## src/svsg_pkg.sv

```systemverilog
`default_nettype none

package svsg_pkg;

  typedef logic [7:0] seg_t;
  typedef logic [3:0] bcd_t;
  typedef logic [1:0] mode_t;

  localparam mode_t MODE_RIGHT = 2'd0;
  localparam mode_t MODE_LEFT  = 2'd1;
  localparam mode_t MODE_GAP   = 2'd2;

  localparam seg_t SEG_MINUS = 8'h40;
  localparam seg_t SEG_BLANK = 8'h00;

  localparam int VALUE_W     = 16;
  localparam int MAG_W       = 14;
  localparam int ALIGNED_MAX = 9999;
  localparam int ALIGNED_MIN = -999;
  localparam int GAP_MIN     = 100;
  localparam int GAP_MAX     = 999;

  typedef struct packed {
    bcd_t [3:0] dig;
    logic [2:0] ndig;
    logic       neg;
    logic       aligned_ok;
    logic       gap_ok;
  } digits_t;

  function automatic seg_t seg_of(input bcd_t d);
    seg_t s;
    case (d)
      4'd0:    s = 8'h3f;
      4'd1:    s = 8'h06;
      4'd2:    s = 8'h5b;
      4'd3:    s = 8'h4f;
      4'd4:    s = 8'h66;
      4'd5:    s = 8'h6d;
      4'd6:    s = 8'h7d;
      4'd7:    s = 8'h07;
      4'd8:    s = 8'h7f;
      4'd9:    s = 8'h6f;
      default: s = SEG_BLANK;
    endcase
    return s;
  endfunction

endpackage

`default_nettype wire

```

## src/signed_value_to_seven_segment_unit.sv

```systemverilog
// a transaction passes the input register and then the result register before result valid
// throughput: one transaction per cycle, sustained when out_stall is low
// the input register feeds one pass of digit split and formatting into the result register
// rst_n is synchronous and active low; it clears both valid flags, payload is not reset
`default_nettype none

module signed_value_to_seven_segment_unit
  import svsg_pkg::*;
(
  input  wire logic                      clk,
  input  wire logic                      rst_n,
  input  wire logic                      in_valid,
  output logic                           in_stall,
  input  wire logic signed [VALUE_W-1:0] in_value,
  input  wire mode_t                     in_mode,
  output logic                           out_valid,
  input  wire logic                      out_stall,
  output seg_t                           out_segments_pos0,
  output seg_t                           out_segments_pos1,
  output seg_t                           out_segments_pos2,
  output seg_t                           out_segments_pos3,
  output logic                           out_out_of_range
);

  logic                      s1_valid_r;
  logic signed [VALUE_W-1:0] s1_value_r;
  mode_t                     s1_mode_r;
  logic                      out_valid_r;
  seg_t [3:0]                out_pos_r;
  logic                      out_flag_r;

  logic       out_free;
  logic       s1_free;
  digits_t    digits;
  seg_t [3:0] pos_nxt;
  logic       flag_nxt;

  assign out_free = !out_valid_r || !out_stall;
  assign s1_free  = !s1_valid_r || out_free;
  assign in_stall = !s1_free;

  svsg_digits u_digits (
    .value  (s1_value_r),
    .digits (digits)
  );

  svsg_format u_format (
    .mode         (s1_mode_r),
    .digits       (digits),
    .pos          (pos_nxt),
    .out_of_range (flag_nxt)
  );

  always_ff @(posedge clk) begin
    if (!rst_n) begin
      s1_valid_r  <= 1'b0;
      out_valid_r <= 1'b0;
    end else begin
      if (s1_free) begin
        s1_valid_r <= in_valid;
      end
      if (out_free) begin
        out_valid_r <= s1_valid_r;
      end
    end
  end

  always_ff @(posedge clk) begin
    if (s1_free && in_valid) begin
      s1_value_r <= in_value;
      s1_mode_r  <= in_mode;
    end
    if (out_free && s1_valid_r) begin
      out_pos_r  <= pos_nxt;
      out_flag_r <= flag_nxt;
    end
  end

  assign out_valid         = out_valid_r;
  assign out_segments_pos0 = out_pos_r[0];
  assign out_segments_pos1 = out_pos_r[1];
  assign out_segments_pos2 = out_pos_r[2];
  assign out_segments_pos3 = out_pos_r[3];
  assign out_out_of_range  = out_flag_r;

  a_stall_cause: assert property (@(posedge clk) disable iff (!rst_n)
    in_stall |-> (s1_valid_r && out_valid_r && out_stall))
    else $error("input stalled without a held result");

  a_advance: assert property (@(posedge clk) disable iff (!rst_n)
    (s1_valid_r && out_free) |=> out_valid_r)
    else $error("stage one transaction lost");

  a_flag_pattern: assert property (@(posedge clk) disable iff (!rst_n)
    (out_valid_r && out_flag_r) |->
      ((out_pos_r[0] == out_pos_r[1]) && (out_pos_r[1] == out_pos_r[2]) &&
       (out_pos_r[2] == out_pos_r[3]) &&
       ((out_pos_r[0] == SEG_MINUS) || (out_pos_r[0] == SEG_BLANK))))
    else $error("out of range result not uniform");

  a_no_dp: assert property (@(posedge clk) disable iff (!rst_n)
    out_valid_r |->
      !(out_pos_r[0][7] || out_pos_r[1][7] || out_pos_r[2][7] || out_pos_r[3][7]))
    else $error("decimal point set");

endmodule

`default_nettype wire

```

## src/svsg_digits.sv

```systemverilog
`default_nettype none

module svsg_digits
  import svsg_pkg::*;
(
  input  wire logic signed [VALUE_W-1:0] value,
  output digits_t                        digits
);

  logic signed [VALUE_W-1:0] neg_value;
  logic [MAG_W-1:0] mag;
  logic [26:0] prod1, prod2, prod3;
  logic [MAG_W-1:0] q1, q2, q3;
  logic [MAG_W-1:0] r0, r1, r2;

  always_comb begin
    neg_value = -value;
    digits.neg = value[VALUE_W-1];
    digits.aligned_ok = (value >= 16'(ALIGNED_MIN)) && (value <= 16'(ALIGNED_MAX));
    digits.gap_ok = (value >= 16'(GAP_MIN)) && (value <= 16'(GAP_MAX));
    mag = digits.neg ? neg_value[MAG_W-1:0] : value[MAG_W-1:0];

    // reciprocal multiplies, exact for magnitudes below ten thousand
    prod1 = 27'(mag) * 27'd6554;
    prod2 = 27'(mag) * 27'd5243;
    prod3 = 27'(mag) * 27'd8389;
    q1 = MAG_W'(prod1[25:16]);
    q2 = MAG_W'(prod2[25:19]);
    q3 = MAG_W'(prod3[26:23]);

    r0 = mag - MAG_W'(q1 * MAG_W'(10));
    r1 = q1 - MAG_W'(q2 * MAG_W'(10));
    r2 = q2 - MAG_W'(q3 * MAG_W'(10));
    digits.dig[0] = r0[3:0];
    digits.dig[1] = r1[3:0];
    digits.dig[2] = r2[3:0];
    digits.dig[3] = q3[3:0];

    if (mag >= MAG_W'(1000)) begin
      digits.ndig = 3'd4;
    end else if (mag >= MAG_W'(100)) begin
      digits.ndig = 3'd3;
    end else if (mag >= MAG_W'(10)) begin
      digits.ndig = 3'd2;
    end else begin
      digits.ndig = 3'd1;
    end
  end

endmodule

`default_nettype wire

```

## src/svsg_format.sv

```systemverilog
`default_nettype none

module svsg_format
  import svsg_pkg::*;
(
  input  wire mode_t   mode,
  input  wire digits_t digits,
  output seg_t [3:0]   pos,
  output logic         out_of_range
);

  logic [2:0] pp;
  logic [2:0] j;
  logic [2:0] off;

  always_comb begin
    pos = {4{SEG_BLANK}};
    out_of_range = 1'b0;
    pp = 3'd0;
    j = 3'd0;
    off = {2'b00, digits.neg};
    if (mode == MODE_GAP) begin
      if (!digits.gap_ok) begin
        out_of_range = 1'b1;
      end else begin
        pos[0] = seg_of(digits.dig[2]);
        pos[1] = seg_of(digits.dig[1]);
        pos[2] = SEG_BLANK;
        pos[3] = seg_of(digits.dig[0]);
      end
    end else if (!digits.aligned_ok) begin
      pos = {4{SEG_MINUS}};
      out_of_range = 1'b1;
    end else if (mode == MODE_RIGHT) begin
      for (int p = 0; p < 4; p++) begin
        j = 3'(3 - p);
        if (j < digits.ndig) begin
          pos[p] = seg_of(digits.dig[j[1:0]]);
        end else if (digits.neg && (j == digits.ndig)) begin
          pos[p] = SEG_MINUS;
        end
      end
    end else begin
      // left aligned, mode code three lands here too
      for (int p = 0; p < 4; p++) begin
        pp = 3'(p);
        j = digits.ndig + off - 3'd1 - pp;
        if ((pp >= off) && (pp < digits.ndig + off)) begin
          pos[p] = seg_of(digits.dig[j[1:0]]);
        end else if (digits.neg && (pp == 3'd0)) begin
          pos[p] = SEG_MINUS;
        end
      end
    end
  end

endmodule

`default_nettype wire

```

## config.mk

```make
export PLATFORM = sky130hd
export DESIGN_NAME = signed_value_to_seven_segment_unit
export DESIGN_NICKNAME = d
export VERILOG_FILES = /design/src/svsg_pkg.sv /design/src/signed_value_to_seven_segment_unit.sv /design/src/svsg_digits.sv /design/src/svsg_format.sv
export SDC_FILE = /design/constraint.sdc
export NUM_CORES = 1
export LEC_CHECK = 0
export BUFFER_PORTS_ARGS = -buffer_cell sky130_fd_sc_hd__buf_2
export CAP_MARGIN = 30
export CORE_ASPECT_RATIO = 1.25
export CORE_MARGIN = 10
export CORE_UTILIZATION = 38
export CTS_CLUSTER_DIAMETER = 150
export DETAILED_ROUTE_END_ITERATION = 10
export MAX_ROUTING_LAYER = met4
export SLEW_MARGIN = 20
export SYNTH_ARGS = -nofsm -noshare
export SYNTH_HDL_FRONTEND = slang
export SYNTH_SLANG_ARGS = --single-unit
```

## constraint.sdc

```tcl
create_clock -name clk -period 28.2 [get_ports clk]
set_clock_uncertainty 0.1 [all_clocks]
set_input_delay 0 -clock clk [delete_from_list [all_inputs] [get_ports clk]]
set_output_delay 0 -clock clk [all_outputs]
set_load 0.01 [all_outputs]
```

==> reports/metrics.yaml, run 1 <==
cts_sinks: 49
cts.repair.resized: 0
seq_area_frac_synth_pct: 11.9
cp-start-kind: "register"
synthDistinctLibCells: 90
gr-total-overflow: 0
avgRoutedWirePerCell_um: 19.0
port_buffers: 52
status: "finished, final reports clean"
fmax_ghz: 0.0895
setup_violations: 0
tritoncts: "done"
h-tree-depth: 2
synthCells: 1297
drt-total-wl_um: 33900
root_buffer: "clkbuf_16"
syn-cell-area_um2: 12100
r2r_start: "s1_value_r[0]"
synth_top_area_share_pct: 26.9
min_period_ps: 11180
hold_end: "out_segments_pos2[5]"
vias: 9424
muxShareOfSynthArea_pct: 3.65
antenna_found_initial: 0
ys.flop_type: "edfxtp_1"
tightest_slew_ps: 912
die_h_um: 220
postCtsSetupBuffers: 0
cpMostUsedCell: "inv_1"
ant_nets: 0
layout_commonest_cell: "inv_1"
grt_pass1_vias: 10000
synth.area.top_cells: "ha_1, fa_1, edfxtp_1"
r2r_slack_ps: 17020
most-common-layout-cells: "inv_1, ha_1, fa_1"
path_max_fanout: 18
clkTransAtPathRegs_ps: 80
slowest_stage: "mux4_2"
synth_edf_count: 47
grtUsageTotal_pct: 17.7
path_class: "reg -> reg"
hold_start: "out_stall"
synth-simple-area-share_pct: 8.45
holdPathStages: 3
synth_compound_area_share_pct: 14.0
post_dp_cell_area_um2: 12900
clk_path_buf_depth: 2
io_pins: 57
slew_viol_final: 0
synthArstFlopShare_pct: 0
synth_top_family_by_area: "adder cells"
grt_pass1_wl_um: 54900
endpoint_kind: "register"
hold_viol: 0
r2r_end: "out_segments_pos0[0]"
die-area_um2: 39600
core_um2: 31700
grt_setup_unrepaired: "false"
fin_nets: 1783
fin_area_um2: 13300
synth-xor-area-share_pct: 4.05
cp.arrival_ps: 11100
period_share_pct: 39.6
clk_latency_ps: 310
drt_iter0_markers: 512
cp.required_ps: 28120
setup_tns_ps: 0
die_w_um: 180
maxCapViolations: 0
dr.pass1.iters: 5
max_slew_margin_pct: 38.8
synth_adder_area_share_pct: 47.5
yosysTopAreaCell: "ha_1"
cts_made_buffers: 5
cts_hold_buf: 22
grt_max_degree: 30
hpwl_um: 28900
place_congestion: 0.953
area_growth_pct: 9.47
ys_ff_latch: 49
rows: 73
start_util_pct: 38.3
route.detailed.drc: 0
slowest_delay_ps: 680
vias_per_cell: 5.27
hold_slack_ps: 192
final_layout_size_suffix_gt1_share_pct: 8.28
reg2reg_depth: 36
syn_area_per_cell_um2: 9.37
hold_path.class: "in -> reg"
antenna_cells: 0
ys_warn_count: 0
## worst max-delay path by stage
stage | from | to | depth (start not counted)
floorplan | s1_value_r[0] | out_segments_pos0[6] | 36
global placement | s1_value_r[0] | out_segments_pos0[3] | 36
detailed placement | s1_value_r[0] | out_segments_pos0[0] | 36
CTS | s1_value_r[0] | out_segments_pos0[0] | 36
global route | s1_value_r[0] | out_segments_pos0[0] | 36
finish | s1_value_r[0] | out_segments_pos0[0] | 36
## layout make-up
| class | count | area, µm² |
|---|---|---|
| Multi-Input combinational cell | 931 | 9440 |
| Clock inverter | 3 | 28.8 |
| Inverter | 296 | 1110 |
| Timing Repair Buffer | 92 | 623 |
| Sequential cell | 49 | 1450 |
| Tap cell | 412 | 515 |
| Clock buffer | 5 | 125 |
| Fill cell | 3105 | 18400 |
## through the flow
stage,util (%),worst slack (ps),instances
6_report,42.0,17020,1788
5_1_grt,42.0,16580,1788
4_1_cts,41.9,17090,1787
3_5_place_dp,40.7,17150,1757
3_3_place_gp,40.7,17420,1757
2_1_floorplan,-,18160,1300
## logic make-up after synthesis
group                    after synthesis
adder cells (fa/ha/maj)              386
buffers and inverters                320
AO/OA/AOI/OAI                        245
AND/OR/NAND/NOR                      208
XOR/XNOR                              52
flip-flops                            49
multiplexers                          36
other                                  1
## synthesized netlist by cell type (all sizes together), types with 5 or more instances
cell     count
mux2i       24
a31o         5
nor2b       13
xor2        10
a21o        19
o221ai       8
nor3        14
nand2b      11
o31ai        6
nand4        7
and3         5
xnor2       40
nand3       16
a211oi      11
o2111ai      5
edfxtp      47
o22ai       16
clkbuf      10
o21ai       52
nor2        43
buf         14
o21a        11
mux2         6
inv        295
ha         261
nand2       71
and2         8
fa         125
a21oi       49
mux4         6
o211ai       7
## state kept, by name (all words and copies together), names as in the netlist
signal,cells
out_segments_pos2,7
out_out_of_range,1
s1_mode_r,2
s1_valid_r,1
out_valid,1
s1_value_r,16
out_segments_pos3,7
out_segments_pos1,7
out_segments_pos0,7
## critical path: cells and delay by family (launching register included)
family	cells	cell delay, ps
AOI/OAI and AO/OA	9	2250
xor gates and xnor gates	6	1950
adders and majority gates	9	3610
buffers and inverters	9	1160
DFF	1	370
muxes	1	680
and+or+nand+nor	2	760
## metal layers
metal / part of all wire (%) / GRT usage, % / up-vias
met2: 53 / 32.4 / 228
met1: 41 / 19.9 / 4605
met4: 3.1 / 5.47 / 0
met5: 0 / - / -
li1: - / - / 4524
met3: 3.4 / 1.72 / 67
Power of run 1 is left out: the tool's default activity adds up to more than one toggle a clock period on the data nets, which glitch-free logic cannot reach.
==> run 2: changes to the inputs <==
- clock period: 28.2 -> 10 ns (I/O delays scaled with it)
==> run 2 against run 1 <==
Net effect: cell area increased by 3.0%; die area unchanged; global-route usage shrank 0.39 points; critical path depth shrank 4; first-iteration DRC count rose by 1.6%; register-to-register slack worse by 17000 ps; routed wire length decreased by 1.0%; sequential share of layout area down 0.32 points; core utilization grew 1.3 points; final cell count up 2.1%.
==> reports/metrics.yaml, run 2 (synthesized netlist as in run 1, its figures left out) <==
dp.cells: 1779  # was 1757
vias: 9579  # was 9424
start_util_pct: 38.3  # unchanged
h-tree-depth: 2  # unchanged
avgRoutedWirePerCell_um: 18.4  # was 19.0 µm
die_w_um: 180  # unchanged
drt-total-wl_um: 33600  # was 33900 µm
cp.arrival_ps: 9570  # was 11100 ps
io_pins: 57  # unchanged
period_share_pct: 96.6  # was 39.6%
fin_nets: 1821  # was 1783
dr.pass1.iters: 4  # was 5
path_class: "reg -> reg"  # unchanged
hold_viol: 0  # unchanged
holdPathStages: 3  # unchanged
r2r_slack_ps: 340  # was 17020 ps
area_growth_pct: 12.8  # was 9.47%
port_buffers: 52  # unchanged
route.detailed.drc: 0  # unchanged
fmax_ghz: 0.104  # was 0.0895 GHz
register_area_um2: 1450  # unchanged
most-common-layout-cells: "inv_1, ha_1, fa_1"  # unchanged
clk_latency_ps: 300  # was 310 ps
antenna_found_initial: 0  # unchanged
hold_path.class: "in -> reg"  # unchanged
core_um2: 31700  # unchanged
slowest_delay_ps: 580  # was 680 ps
vias_per_cell: 5.25  # was 5.27
max_slew_margin_pct: 26.2  # was 38.8%
clk_path_buf_depth: 2  # unchanged
slew_viol_final: 0  # unchanged
hpwl_um: 28900  # about the same
cts_made_buffers: 5  # unchanged
grt_pass1_wl_um: 53700  # was 54900 µm
root_buffer: "clkbuf_16"  # unchanged
fin_area_um2: 13700  # was 13300 µm²
path_max_fanout: 8  # was 18
final_cells: 1826  # was 1788
die-area_um2: 39600  # unchanged
setup_violations: 0  # unchanged
status: "finished, final reports clean"  # unchanged
tritoncts: "done"  # unchanged
grt_max_degree: 30  # unchanged
antenna_cells: 0  # unchanged
cp.required_ps: 9910  # was 28120 ps
clkTransAtPathRegs_ps: 70  # was 80 ps
tightest_slew_ps: 1100  # was 912 ps
layout_commonest_cell: "inv_1"  # unchanged
final_layout_size_suffix_gt1_share_pct: 12.4  # was 8.28%
top_register: "s1_value_r"  # unchanged
cts_sinks: 49  # unchanged
endpoint_kind: "register"  # unchanged
multi_input_area_um2: 9570  # was 9440 µm²
place_congestion: 0.970  # was 0.953
maxCapViolations: 0  # unchanged
cp-start-kind: "register"  # unchanged
drt_iter0_markers: 520  # was 512
largest_register_ffs: 16  # unchanged
final_util_pct: 43.2  # was 42.0%
post_dp_cell_area_um2: 13100  # was 12900 µm²
hold_slack_ps: 218  # was 192 ps
grt_pass1_vias: 10000  # about the same
min_period_ps: 9660  # was 11180 ps
grtUsageTotal_pct: 17.3  # was 17.7%
nFillCells: 3038  # was 3105
die_h_um: 220  # unchanged
gr-total-overflow: 0  # unchanged
reg2reg_depth: 32  # was 36
slowest_stage: "mux4_2"  # unchanged
rows: 73  # unchanged
ant_nets: 0  # unchanged
## run 2: worst max-delay path: cells and delay by family, from the launching register on
family | cells | cell delay (ps)
flops | 1 | 450
mux | 1 | 580
simple gates | 4 | 1410
compound gates | 9 | 2250
fa+ha+maj | 8 | 3100
xor+xnor | 5 | 1140
buf+inv | 5 | 320
## run 2: final cells by class
type                    count  area share (%)
multi-input cells         931            69.9
clock inverters             3           0.192
flip-flops and latches     49            10.6
well taps                 412            3.76
repair buffers            130            6.56
inverters                 296            8.11
clock buffers               5           0.913
## run 2: metrics by stage
step	setup TNS, ps	setup slack [ps]
CTS	0	32.0
detailed placement	0	63.8
global placement	0	309
floorplan	0	86.0
finish	0	343
global route	-112	-46.2
## run 2: path summary, 6_finish.rpt
check                                   start                   end
worst min register to register     s1_valid_r             out_valid
worst max-delay path            s1_value_r[5]  out_segments_pos0[0]
worst min-delay path                 in_valid          s1_mode_r[0]
worst max register to register  s1_value_r[5]  out_segments_pos0[0]
## run 2: per-layer routing
layer | GRT usage (%) | vias up | part of all wire [%]
met2 | 31.7 | 236 | 52
met3 | 1.43 | 82 | 3.4
met4 | 6.35 | 0 | 3.8
li1 | - | 4621 | -
met5 | - | - | 0
met1 | 19.3 | 4640 | 41
## run 2: repair_timing
action | in CTS | in global routing
hold endpoints to repair | 20 | 0
hold buffers | 21 | 0
setup buffers | 0 | 17
endpoints found under the setup margin | 0 | 28
gates resized for setup | 0 | 27
Power of run 2 is left out for the same reason.
==> run 3: changes to the inputs <==
- CAP_MARGIN: 30 -> 25
- CORE_UTILIZATION: 38 -> 30
==> run 3 against run 2 <==
Net effect: fmax is 0.59% lower; setup slack worse by 57 ps; final cell count is 7.6% higher; flip-flop and latch count stayed put; critical path depth is 5 higher; core utilization is 8.4 points lower; via count is 1.2% higher; non-clock buffer count is 4 higher; cell area is 2.0% higher; sequential share of layout area is 0.21 points lower; die area is 24% higher; highest routed layer unchanged.
==> reports/metrics.yaml, run 3 (synthesized netlist as in run 1, its figures left out) <==
status: "finished, final reports clean"  # unchanged
rows: 82  # was 73
grt_max_degree: 30  # unchanged
gr-total-overflow: 0  # unchanged
grt_use_met1_pct: 16.7  # was 19.3%
dpl_worst_slack_ps: 98.6  # was 63.8 ps
setup_violations: 0  # unchanged
path_max_fanout: 9  # was 8
vias_per_cell: 4.94  # was 5.25
hold_path.class: "in -> reg"  # unchanged
grt_pass1_wl_um: 55900  # was 53700 µm
endpoint_kind: "register"  # unchanged
die-area_um2: 49000  # was 39600 µm²
final_layout_size_suffix_gt1_share_pct: 12.8  # was 12.4%
drt-total-wl_um: 35600  # was 33600 µm
antenna_cells: 0  # unchanged
clk_path_buf_depth: 2  # unchanged
clkTransAtPathRegs_ps: 70  # about the same
route.detailed.drc: 0  # unchanged
port_buffers: 52  # unchanged
fin_nets: 1825  # was 1821
use_met3_pct: 1.40  # was 1.43%
min_period_ps: 9710  # was 9660 ps
ant_nets: 0  # unchanged
top_register: "s1_value_r"  # unchanged
fmax_ghz: 0.103  # was 0.104 GHz
grtUsageTotal_pct: 14.9  # was 17.3%
slowest_delay_ps: 540  # was 580 ps
clk_latency_ps: 310  # was 300 ps
worst_slack_ps: 285  # was 343 ps
start_util_pct: 30.3  # was 38.3%
root_buffer: "clkbuf_16"  # unchanged
grt_pass1_vias: 10200  # was 10000
cp.required_ps: 10080  # was 9910 ps
h-tree-depth: 2  # unchanged
tritoncts: "done"  # unchanged
antenna_found_initial: 0  # unchanged
largest_register_ffs: 16  # unchanged
hold_viol: 0  # unchanged
core_um2: 40100  # was 31700 µm²
place_congestion: 1.00  # was 0.970
most-common-layout-cells: "inv_1, ha_1, fa_1"  # unchanged
io_pins: 57  # unchanged
cts_made_buffers: 5  # unchanged
hpwl_um: 30500  # was 28900 µm
cpMostUsedCell: "inv_1"
vias: 9695  # was 9579
die_h_um: 245  # was 220 µm
cp-start-kind: "register"  # unchanged
final_util_pct: 34.8  # was 43.2%
dp.cells: 1923  # was 1779
die_w_um: 200  # was 180 µm
avgRoutedWirePerCell_um: 18.1  # was 18.4 µm
dr.pass1.iters: 5  # was 4
slowest_stage: "fa_1"  # was mux4_2
area_growth_pct: 15.0  # was 12.8%
final_cells: 1964  # was 1826
slew_viol_final: 0  # unchanged
maxCapViolations: 0  # unchanged
drt_iter0_markers: 677  # was 520
cts_sinks: 49  # unchanged
period_share_pct: 97.1  # was 96.6%
grt_busiest_layer: "met2"  # unchanged
layout_commonest_cell: "inv_1"  # unchanged
grt_use_met2_pct: 26.9  # was 31.7%
max_slew_margin_pct: 35.0  # was 26.2%
path_class: "reg -> reg"  # unchanged
setup_tns_ps: 0  # unchanged
tightest_slew_ps: 968  # was 1100 ps
cp.arrival_ps: 9800  # was 9570 ps
==> run 3: stage by stage <==
| step | instance area (µm²) | hold WS [ps] |
|---|---|---|
| 2_1_floorplan | 12200 | -1.13 |
| 3_3_place_gp | 13300 | 76.7 |
| 3_5_place_dp | 13300 | 79.2 |
| 4_1_cts | 13700 | 213 |
| 5_1_grt | 14000 | 236 |
| 6_report | 14000 | 207 |
==> run 3: cell type report <==
| class | instances | area [µm²] |
|---|---|---|
| sequential | 49 | 1450 |
| multi-input combinational | 931 | 9620 |
| timing repair buffer | 134 | 951 |
| tap | 546 | 683 |
| clock inverter | 3 | 28.8 |
| fill | 4061 | 26100 |
| inverter | 296 | 1110 |
| clock buffer | 5 | 125 |
==> run 3: critical path, delay by kind of cell (launching register included) <==
family / cells / cell delay, ps
compound gates: 10 / 2290
xor+xnor: 6 / 1500
fa+ha+maj: 9 / 3370
buf+inv: 10 / 840
flops: 1 / 420
mux: 1 / 540
simple gates: 1 / 530
==> run 3: repair_timing <==
item,4_1_cts,5_1_grt
endpoints found under the hold margin,20,0
setup buffers,0,11
endpoints found under the setup margin,0,24
hold buffers,21,0
gates resized for setup,0,35
==> run 3: worst paths after layout <==
path | from | endpoint | slack, ps | cells after the start
hold reg to reg | s1_valid_r | out_valid | 440 | 2
setup reg to reg | s1_value_r[1] | out_segments_pos1[4] | 290 | 37
hold / removal | in_valid | s1_mode_r[1] | 210 | 3
setup / recovery | s1_value_r[1] | out_segments_pos1[4] | 290 | 37
==> run 3: routing by layer <==
layer	routed length [µm]	vias to the layer above
met5	0	-
met1	14200	4729
met3	1380	78
li1	-	4620
met2	18800	268
met4	1180	0
Power of run 3 is left out for the same reason.
